===== src/hw/rtl/sha1_pkg.sv =====
`default_nettype none

package sha1_pkg;

  localparam int unsigned CountW     = 61;
  localparam int unsigned BlockBytes = 64;
  localparam int unsigned BlockBits  = BlockBytes * 8;
  localparam int unsigned Rounds     = 80;
  localparam int unsigned PosW       = $clog2(BlockBytes);

  // Five 32-bit words: the working variables of a round, or the chaining words.
  typedef struct packed {
    logic [31:0] a;
    logic [31:0] b;
    logic [31:0] c;
    logic [31:0] d;
    logic [31:0] e;
  } sha1_work_t;

  localparam sha1_work_t HashInit = '{
    a: 32'h67452301,
    b: 32'hEFCDAB89,
    c: 32'h98BADCFE,
    d: 32'h10325476,
    e: 32'hC3D2E1F0
  };

  localparam logic [31:0] RoundK0 = 32'h5A827999;
  localparam logic [31:0] RoundK1 = 32'h6ED9EBA1;
  localparam logic [31:0] RoundK2 = 32'h8F1BBCDC;
  localparam logic [31:0] RoundK3 = 32'hCA62C1D6;

  localparam logic [7:0]      PadByte  = 8'h80;
  localparam logic [PosW-1:0] LenStart = PosW'(BlockBytes - 8);

endpackage

`default_nettype wire


===== src/hw/rtl/sha1_in_if.sv =====
`default_nettype none

interface sha1_in_if;
  logic       valid;
  logic       ready;
  logic       op;
  logic [7:0] data_byte;

  modport source (output valid, output op, output data_byte, input ready);
  modport sink   (input valid, input op, input data_byte, output ready);
endinterface

`default_nettype wire


===== src/hw/rtl/sha1_out_if.sv =====
`default_nettype none

interface sha1_out_if;
  logic        valid;
  logic        ready;
  logic [31:0] digest_word;
  logic [2:0]  word_index;
  logic        last_word;

  modport source (output valid, output digest_word, output word_index, output last_word,
                  input ready);
  modport sink   (input valid, input digest_word, input word_index, input last_word,
                  output ready);
endinterface

`default_nettype wire


===== src/hw/rtl/sha1_hash_engine.sv =====
`default_nettype none

// Channel  Dir  Fields                                 Handshake
// in_i     in   op[0], data_byte[7:0]                  valid/ready
// out_o    out  digest_word[31:0], word_index[2:0],    valid/ready
//               last_word
//
// An appended byte goes into the 64-byte block RAM.
// The byte that fills a block starts a compression: the block is streamed
// out of the RAM into the schedule register, then 80 rounds, then one add.
// A finish takes one or two such compressions (two when 56 or more bytes are
// pending), then the five digest words, one per cycle while out_o is ready.
// Input is taken only while no compression or digest is in progress.
// Reset loads the initial chaining words and clears the byte count; the RAM
// is not cleared, since no byte is read before it is written.

module sha1_hash_engine (
  input wire logic    clk_i,
  input wire logic    rst_ni,
  sha1_in_if.sink     in_i,
  sha1_out_if.source  out_o
);

  typedef enum logic [2:0] {
    ST_IDLE,
    ST_LOAD,
    ST_ROUND,
    ST_ADD,
    ST_EMIT
  } state_e;

  // Which block the load phase builds.
  typedef enum logic [1:0] {
    BLK_DATA,
    BLK_PAD,
    BLK_LEN
  } blk_kind_e;

  state_e                         state_q, state_d;
  blk_kind_e                      kind_q, kind_d;
  logic [6:0]                     cnt_q, cnt_d;
  logic [6:0]                     rnd_q, rnd_d;
  logic [2:0]                     widx_q, widx_d;
  logic [sha1_pkg::BlockBits-1:0] sched_q, sched_d;
  sha1_pkg::sha1_work_t           work_q, work_d;
  sha1_pkg::sha1_work_t           hash_q, hash_d;
  logic [sha1_pkg::CountW-1:0]    count_q, count_d;

  logic                      in_fire;
  logic                      out_fire;
  logic                      ram_we;
  logic                      ram_re;
  logic [sha1_pkg::PosW-1:0] pos;
  logic [7:0]                ram_rdata;
  logic [6:0]                cnt_m1;
  logic [sha1_pkg::PosW-1:0] idx;
  logic [63:0]               len_bits;
  logic [2:0]                len_sel;
  logic [7:0]                len_byte;
  logic [7:0]                load_byte;
  logic [31:0]               sched_x;
  logic [31:0]               sched_new;
  sha1_pkg::sha1_work_t      work_next;

  assign pos      = count_q[sha1_pkg::PosW-1:0];
  assign in_fire  = in_i.valid && in_i.ready;
  assign out_fire = out_o.valid && out_o.ready;

  assign ram_we = in_fire && !in_i.op;
  assign ram_re = (state_q == ST_LOAD) && (cnt_q < 7'(sha1_pkg::BlockBytes));

  sha1_ram #(
    .Width (8),
    .Depth (sha1_pkg::BlockBytes)
  ) u_block_ram (
    .clk_i   (clk_i),
    .we_i    (ram_we),
    .waddr_i (pos),
    .wdata_i (in_i.data_byte),
    .re_i    (ram_re),
    .raddr_i (cnt_q[sha1_pkg::PosW-1:0]),
    .rdata_o (ram_rdata)
  );

  // The RAM read is registered, so the byte arriving now belongs to cnt - 1.
  assign cnt_m1   = cnt_q - 7'd1;
  assign idx      = cnt_m1[sha1_pkg::PosW-1:0];
  assign len_bits = {count_q, 3'b000};
  assign len_sel  = 3'd7 - idx[2:0];
  assign len_byte = len_bits[{len_sel, 3'b000} +: 8];

  always_comb begin
    load_byte = ram_rdata;
    case (kind_q)
      BLK_PAD: begin
        if (idx == pos) begin
          load_byte = sha1_pkg::PadByte;
        end else if (idx > pos) begin
          // The length fits behind the pad byte only when it landed below 56.
          if (pos < sha1_pkg::LenStart && idx >= sha1_pkg::LenStart) begin
            load_byte = len_byte;
          end else begin
            load_byte = 8'h00;
          end
        end
      end
      BLK_LEN: begin
        load_byte = (idx >= sha1_pkg::LenStart) ? len_byte : 8'h00;
      end
      default: begin
        load_byte = ram_rdata;
      end
    endcase
  end

  // Word t sits at the top of the schedule register; w[t+16] is built from
  // w[t+13], w[t+8], w[t+2] and w[t].
  assign sched_x   = sched_q[511:480] ^ sched_q[447:416] ^ sched_q[255:224] ^ sched_q[95:64];
  assign sched_new = {sched_x[30:0], sched_x[31]};

  sha1_round u_round (
    .work_i       (work_q),
    .sched_word_i (sched_q[511:480]),
    .round_i      (rnd_q),
    .work_o       (work_next)
  );

  always_comb begin
    state_d = state_q;
    kind_d  = kind_q;
    cnt_d   = cnt_q;
    rnd_d   = rnd_q;
    widx_d  = widx_q;
    sched_d = sched_q;
    work_d  = work_q;
    hash_d  = hash_q;
    count_d = count_q;

    unique case (state_q)
      ST_IDLE: begin
        if (in_fire) begin
          cnt_d = '0;
          if (!in_i.op) begin
            count_d = count_q + sha1_pkg::CountW'(1);
            if (pos == sha1_pkg::PosW'(sha1_pkg::BlockBytes - 1)) begin
              kind_d  = BLK_DATA;
              state_d = ST_LOAD;
            end
          end else begin
            kind_d  = BLK_PAD;
            state_d = ST_LOAD;
          end
        end
      end
      ST_LOAD: begin
        cnt_d = cnt_q + 7'd1;
        if (cnt_q != 7'd0) begin
          sched_d = {sched_q[sha1_pkg::BlockBits-9:0], load_byte};
        end
        if (cnt_q == 7'(sha1_pkg::BlockBytes)) begin
          work_d  = hash_q;
          rnd_d   = '0;
          state_d = ST_ROUND;
        end
      end
      ST_ROUND: begin
        work_d  = work_next;
        sched_d = {sched_q[sha1_pkg::BlockBits-33:0], sched_new};
        rnd_d   = rnd_q + 7'd1;
        if (rnd_q == 7'(sha1_pkg::Rounds - 1)) begin
          state_d = ST_ADD;
        end
      end
      ST_ADD: begin
        hash_d.a = hash_q.a + work_q.a;
        hash_d.b = hash_q.b + work_q.b;
        hash_d.c = hash_q.c + work_q.c;
        hash_d.d = hash_q.d + work_q.d;
        hash_d.e = hash_q.e + work_q.e;
        cnt_d    = '0;
        widx_d   = '0;
        unique case (kind_q)
          BLK_PAD: begin
            if (pos >= sha1_pkg::LenStart) begin
              kind_d  = BLK_LEN;
              state_d = ST_LOAD;
            end else begin
              state_d = ST_EMIT;
            end
          end
          BLK_LEN: state_d = ST_EMIT;
          default: state_d = ST_IDLE;
        endcase
      end
      ST_EMIT: begin
        if (out_fire) begin
          widx_d = widx_q + 3'd1;
          if (widx_q == 3'd4) begin
            hash_d  = sha1_pkg::HashInit;
            count_d = '0;
            state_d = ST_IDLE;
          end
        end
      end
      default: state_d = ST_IDLE;
    endcase
  end

  always_ff @(posedge clk_i or negedge rst_ni) begin
    if (!rst_ni) begin
      state_q <= ST_IDLE;
      kind_q  <= BLK_DATA;
      cnt_q   <= '0;
      rnd_q   <= '0;
      widx_q  <= '0;
      hash_q  <= sha1_pkg::HashInit;
      count_q <= '0;
    end else begin
      state_q <= state_d;
      kind_q  <= kind_d;
      cnt_q   <= cnt_d;
      rnd_q   <= rnd_d;
      widx_q  <= widx_d;
      hash_q  <= hash_d;
      count_q <= count_d;
    end
  end

  always_ff @(posedge clk_i) begin
    sched_q <= sched_d;
    work_q  <= work_d;
  end

  assign in_i.ready = (state_q == ST_IDLE);

  assign out_o.valid      = (state_q == ST_EMIT);
  assign out_o.word_index = widx_q;
  assign out_o.last_word  = (widx_q == 3'd4);

  always_comb begin
    case (widx_q)
      3'd0:    out_o.digest_word = hash_q.a;
      3'd1:    out_o.digest_word = hash_q.b;
      3'd2:    out_o.digest_word = hash_q.c;
      3'd3:    out_o.digest_word = hash_q.d;
      default: out_o.digest_word = hash_q.e;
    endcase
  end

  a_no_input_during_digest: assert property (
    @(posedge clk_i) disable iff (!rst_ni)
    in_i.ready |-> !out_o.valid
  ) else $error("input accepted while digest words are pending");

  a_full_block_stalls: assert property (
    @(posedge clk_i) disable iff (!rst_ni)
    (in_fire && !in_i.op && pos == sha1_pkg::PosW'(sha1_pkg::BlockBytes - 1))
      |=> !in_i.ready
  ) else $error("input still taken after the byte that fills a block");

  a_restart_after_digest: assert property (
    @(posedge clk_i) disable iff (!rst_ni)
    (out_fire && out_o.last_word) |=> (count_q == '0 && hash_q == sha1_pkg::HashInit)
  ) else $error("engine not reinitialized after the last digest word");

  a_word_index_range: assert property (
    @(posedge clk_i) disable iff (!rst_ni)
    out_o.valid |-> (out_o.word_index <= 3'd4)
  ) else $error("digest word index out of range");

endmodule

`default_nettype wire


===== src/hw/rtl/sha1_ram.sv =====
`default_nettype none

module sha1_ram #(
  parameter int unsigned Width = 8,
  parameter int unsigned Depth = 64
) (
  input  wire logic                     clk_i,
  input  wire logic                     we_i,
  input  wire logic [$clog2(Depth)-1:0] waddr_i,
  input  wire logic [Width-1:0]         wdata_i,
  input  wire logic                     re_i,
  input  wire logic [$clog2(Depth)-1:0] raddr_i,
  output logic      [Width-1:0]         rdata_o
);

  logic [Width-1:0] mem_q [Depth];

  always_ff @(posedge clk_i) begin
    if (we_i) begin
      mem_q[waddr_i] <= wdata_i;
    end
    if (re_i) begin
      rdata_o <= mem_q[raddr_i];
    end
  end

endmodule

`default_nettype wire


===== src/hw/rtl/sha1_round.sv =====
`default_nettype none

module sha1_round (
  input  wire sha1_pkg::sha1_work_t work_i,
  input  wire logic [31:0]          sched_word_i,
  input  wire logic [6:0]           round_i,
  output sha1_pkg::sha1_work_t      work_o
);

  logic [31:0] f;
  logic [31:0] k;
  logic [31:0] t;

  always_comb begin
    if (round_i < 7'd20) begin
      f = work_i.d ^ (work_i.b & (work_i.c ^ work_i.d));
      k = sha1_pkg::RoundK0;
    end else if (round_i < 7'd40) begin
      f = work_i.b ^ work_i.c ^ work_i.d;
      k = sha1_pkg::RoundK1;
    end else if (round_i < 7'd60) begin
      f = (work_i.b & work_i.c) | (work_i.d & (work_i.b | work_i.c));
      k = sha1_pkg::RoundK2;
    end else begin
      f = work_i.b ^ work_i.c ^ work_i.d;
      k = sha1_pkg::RoundK3;
    end

    t = {work_i.a[26:0], work_i.a[31:27]} + f + work_i.e + k + sched_word_i;

    work_o.a = t;
    work_o.b = work_i.a;
    work_o.c = {work_i.b[1:0], work_i.b[31:2]};
    work_o.d = work_i.c;
    work_o.e = work_i.d;
  end

endmodule

`default_nettype wire

===== src/flat_wrapper.sv =====
// flat-port wrapper written by rule: the top's interface ports become plain ports
module sha1_hash_engine_flat 
  (clk_i, rst_ni, in_i_valid, in_i_op, in_i_data_byte, in_i_ready, out_o_valid, out_o_digest_word, out_o_word_index, out_o_last_word, out_o_ready);
  sha1_in_if in_i_i ();
  sha1_out_if out_o_i ();
  input wire logic clk_i;
  input wire logic rst_ni;
  input wire logic [$bits(in_i_i.valid)-1:0] in_i_valid;
  input wire logic [$bits(in_i_i.op)-1:0] in_i_op;
  input wire logic [$bits(in_i_i.data_byte)-1:0] in_i_data_byte;
  output wire logic [$bits(in_i_i.ready)-1:0] in_i_ready;
  output wire logic [$bits(out_o_i.valid)-1:0] out_o_valid;
  output wire logic [$bits(out_o_i.digest_word)-1:0] out_o_digest_word;
  output wire logic [$bits(out_o_i.word_index)-1:0] out_o_word_index;
  output wire logic [$bits(out_o_i.last_word)-1:0] out_o_last_word;
  input wire logic [$bits(out_o_i.ready)-1:0] out_o_ready;
  assign in_i_i.valid = in_i_valid;
  assign in_i_i.op = in_i_op;
  assign in_i_i.data_byte = in_i_data_byte;
  assign in_i_ready = in_i_i.ready;
  assign out_o_valid = out_o_i.valid;
  assign out_o_digest_word = out_o_i.digest_word;
  assign out_o_word_index = out_o_i.word_index;
  assign out_o_last_word = out_o_i.last_word;
  assign out_o_i.ready = out_o_ready;
  sha1_hash_engine u_core (.clk_i(clk_i), .rst_ni(rst_ni), .in_i(in_i_i), .out_o(out_o_i));
endmodule

===== config.mk =====
export PLATFORM = sky130hd
export DESIGN_NAME = sha1_hash_engine_flat
export DESIGN_NICKNAME = d
export VERILOG_FILES = /design/src/hw/rtl/sha1_pkg.sv /design/src/hw/rtl/sha1_in_if.sv /design/src/hw/rtl/sha1_out_if.sv /design/src/hw/rtl/sha1_hash_engine.sv /design/src/hw/rtl/sha1_ram.sv /design/src/hw/rtl/sha1_round.sv /design/src/flat_wrapper.sv
export SDC_FILE = /design/constraint.sdc
export NUM_CORES = 2
export LEC_CHECK = 0
export BUFFER_PORTS_ARGS = -buffer_cell sky130_fd_sc_hd__buf_2
export CORE_MARGIN = 5
export CORE_UTILIZATION = 57
export DETAILED_ROUTE_END_ITERATION = 10
export GPL_ROUTABILITY_DRIVEN = 0
export PLACE_DENSITY_LB_ADDON = 0.2
export SLEW_MARGIN = 20
export SYNTH_ARGS = -nofsm -noshare
export SYNTH_HDL_FRONTEND = slang
export SYNTH_SLANG_ARGS = --single-unit

===== constraint.sdc =====
create_clock -name clk_i -period 118.4 [get_ports clk_i]
set_input_delay 17.76 -clock clk_i [delete_from_list [all_inputs] [get_ports clk_i]]
set_output_delay 17.76 -clock clk_i [all_outputs]
set_load 0.02 [all_outputs]

==> flow_metrics.env <==
export IMPL_run_status="complete, no violations"
export IMPL_critical_path_endpoint_type="output pin"
export IMPL_ir_drop_mv=0.0183
export IMPL_synthesis_area_mm2=0.0735
export IMPL_die_width_um=369
export IMPL_synth_async_sr_flop_share_pct=16.9
export IMPL_postCtsSetupBuffers=0
export IMPL_cts_reportedPaths_clkPinSlew_ns=0.06
export IMPL_final_hold_violation_count=0
export IMPL_leakage_nw=32.2
export IMPL_finalSetupTns_ns=0
export IMPL_numCtsBuffers=153
export IMPL_cts_root_buf="clkbuf_16"
export IMPL_average_footprint_of_a_synthesized_cell_um2=11.3
export IMPL_finish_net_count=6836
export IMPL_grt_usage_pct=27.7
export IMPL_clock_tree_buffer_depth=3
export IMPL_fp_coreArea_mm2=0.128
export IMPL_max_slew_worst_pin_slew_ns=1.12
export IMPL_cts_tree="yes"
export IMPL_fmax_mhz=47.1
export IMPL_drtIter0Drc=5728
export IMPL_hpwlAfterDp_um=123000
export IMPL_synthCells=6529
export IMPL_timing_slew_headroom_pct=25.5
export IMPL_path_max_fanout=35
export IMPL_die_h_um=369
export IMPL_final_setup_skew_ns=0.0395
export IMPL_placed_cells_incl_taps=7995
export IMPL_top_level_ports=51
export IMPL_layout_filler_cells=9932
export IMPL_finalNonFillerCells=8283
export IMPL_first_global_vias=48923
export IMPL_postLayoutCoreUtil_pct=62.9
export IMPL_routed_wire_length_per_instance_um=23.0
export IMPL_setup_worst_path_class="flip-flop to output pin"
export IMPL_flow_area_growth_from_synthesis_pct=9.31
export IMPL_worstPathRequired_ns=100.64
export IMPL_cts_sink_count=1435
export IMPL_post_synth_top_area_cell="edfxtp_1"
export IMPL_worst_endpoint_data_arrival_time_ns=3.49
export IMPL_max_cap_viols=0
export IMPL_final_period_minus_worst_setup_slack_ns=21.25
export IMPL_ys_seq_area_share_pct=57.1
export IMPL_synth_enable_flop_cells=1192
export IMPL_synth_largest_type_area_fraction_pct=48.7
export IMPL_remaining_drc_errors=0
export IMPL_cts_resized=0
export IMPL_layout_cells_most_common_list="2064 x nand2_1, 1192 x edfxtp_1, 293 x nor2_1"
export IMPL_place_port_buffers=50
export IMPL_grt_overflow_total=0
export IMPL_detailed_router_iteration_count_before_antenna_repair=8
export IMPL_final_antenna_net_count=0
export IMPL_layout_worst_path_cycle_share_pct=17.9
export IMPL_max_slew_violation_count=0
export IMPL_htree_levels=4
export IMPL_postSynth_topFlopCell="edfxtp_1"
export IMPL_grt_max_degree=189
export IMPL_synth_warnings=0
export IMPL_finalWirelength_um=190000
export IMPL_power_per_cell_area_mw_per_mm2=26.1
export IMPL_drive_above_1_share_pct=9.96
export IMPL_category_of_the_worst_setup_path_launch_point="flip-flop"
export IMPL_most_common_library_cell_in_the_layout_ignoring_fill_and_taps="nand2_1"
export IMPL_clk_latency_ns=0.80
export IMPL_post_dp_cell_area_mm2=0.0752
export IMPL_die_area_mm2=0.136
export IMPL_floorplan_initialDensity_pct=57.5
export IMPL_ys_ff_latch=1435
export IMPL_setup_viol=0
export IMPL_cts_hold_buffers=0
export IMPL_post_synth_main_area_contributors="edfxtp_1 49%, nand2_1 11%, dfrtp_1 5.5%"
export IMPL_rows=131
export IMPL_timing_hold_worst_class="flip-flop to flip-flop"
export IMPL_total_nets_after_synthesis=6876
export IMPL_route_detailed_vias_per_inst=6.10
export IMPL_via_count=50543
export IMPL_netlist_cell_type_count=93
export IMPL_postLayoutCellArea_mm2=0.0804
export IMPL_antenna_found_initial=4
export IMPL_first_pass_grt_wire_length_um=293000
export IMPL_grt_setup_unrepaired="false"
-- report_power, final --
| part | leakage [nW] | internal [mW] | switching (mW) |
|---|---|---|---|
| clock network | 2.49 | 0.278 | 0.209 |
| logic | 15.5 | 0.295 | 0.439 |
| registers | 14.3 | 0.759 | 0.120 |
| total | 32.2 | 1.33 | 0.769 |
-- synthesized netlist by cell type (115+ instances only) --
cell	number
clkbuf_1	262
xor2_1	115
ha_1	214
inv_1	225
o21ai_0	279
edfxtp_1	1192
nor2_1	294
xnor2_1	176
dfrtp_1	163
fa_1	120
mux4_2	181
nand2_1	2064
a21oi_1	241
-- per-stage QoR --
step	hold WS [ns]	power [mW]	setup WS, ns
after floorplan	0.468	1.56	79.42
final	0.518	2.10	97.15
after global placement	0.487	1.59	97.77
after CTS	0.505	2.10	97.28
after detailed placement	0.495	1.61	97.72
after global routing	0.536	2.22	97.03
-- worst paths after layout --
kind,startpoint,slack [ns],to,cells past startpoint
worst max-delay path,u_core.out_o.word_index[0]$_DFFE_PN0P_,97.15,out_o_digest_word[1],6
worst min-delay path,u_core.count_q[8]$_DFFE_PN0P_,0.52,u_core.count_q[8]$_DFFE_PN0P_,1
worst max register to register,u_core.rnd_q[4]$_DFFE_PN0P_,109.62,u_core.work_q[159]$_DFFE_PP_,25
worst min register to register,u_core.count_q[8]$_DFFE_PN0P_,0.52,u_core.count_q[8]$_DFFE_PN0P_,1
max in group asynchronous,rst_ni,99.84,u_core.cnt_q[1]$_DFFE_PN0P_,2
min in group asynchronous,rst_ni,17.07,u_core.hash_q[108]$_DFFE_PN0P_,1
-- registers in the layout, indices dropped and copies added, names as in the netlist --
signal and count:
u_core.u_block_ram.mem_q 512, u_core.hash_q 160, u_core.rnd_q 7, u_core.sched_q 512
u_core.state_q 3, u_core.out_o.word_index 3, u_core.cnt_q 7, u_core.u_block_ram.rdata_o 8
u_core.kind_q 2, u_core.count_q 61, u_core.work_q 160
-- critical path: stages (launching register included) --
cell	delay (ns)
dfrtp_1	0.44
inv_1	0.11
ha_2	0.91
a22oi_1	0.14
and3_1	0.24
a21oi_1	0.55
buf_2	0.30
-- final cells by class --
class | count | area (µm²) | share of cell area (%)
Sequential cell | 1435 | 42000 | 52.2
Multi-Input combinational cell | 4564 | 29600 | 36.8
Clock buffer | 201 | 4170 | 5.19
Tap cell | 1662 | 2080 | 2.59
Clock inverter | 84 | 928 | 1.16
Inverter | 228 | 861 | 1.07
Timing Repair Buffer | 107 | 766 | 0.953
Antenna cell | 2 | 5.00 | 0.00623
-- kinds of logic (layout without fill, tap and decap cells) --
group / count (synthesis) / count (layout) / share of synthesized area (%)
compound gates: 984 / 984 / 8.54
xor+xnor: 291 / 291 / 3.47
fa+ha+maj: 334 / 334 / 6.91
buf+inv: 530 / 620 / 2.76
flops: 1435 / 1435 / 57.1
mux: 223 / 223 / 6.12
other cells: 0 / 2 / 0
simple gates: 2732 / 2732 / 15.1
-- layer usage --
metal,global-route usage [%],up-vias,wire [µm]
met2,42.4,2196,86200
met5,0,-,42
met1,40.2,24982,80800
li1,-,22986,-
met3,5.55,373,16400
met4,9.63,6,6980
No activity file was read; power rests on OpenSTA's default activity.
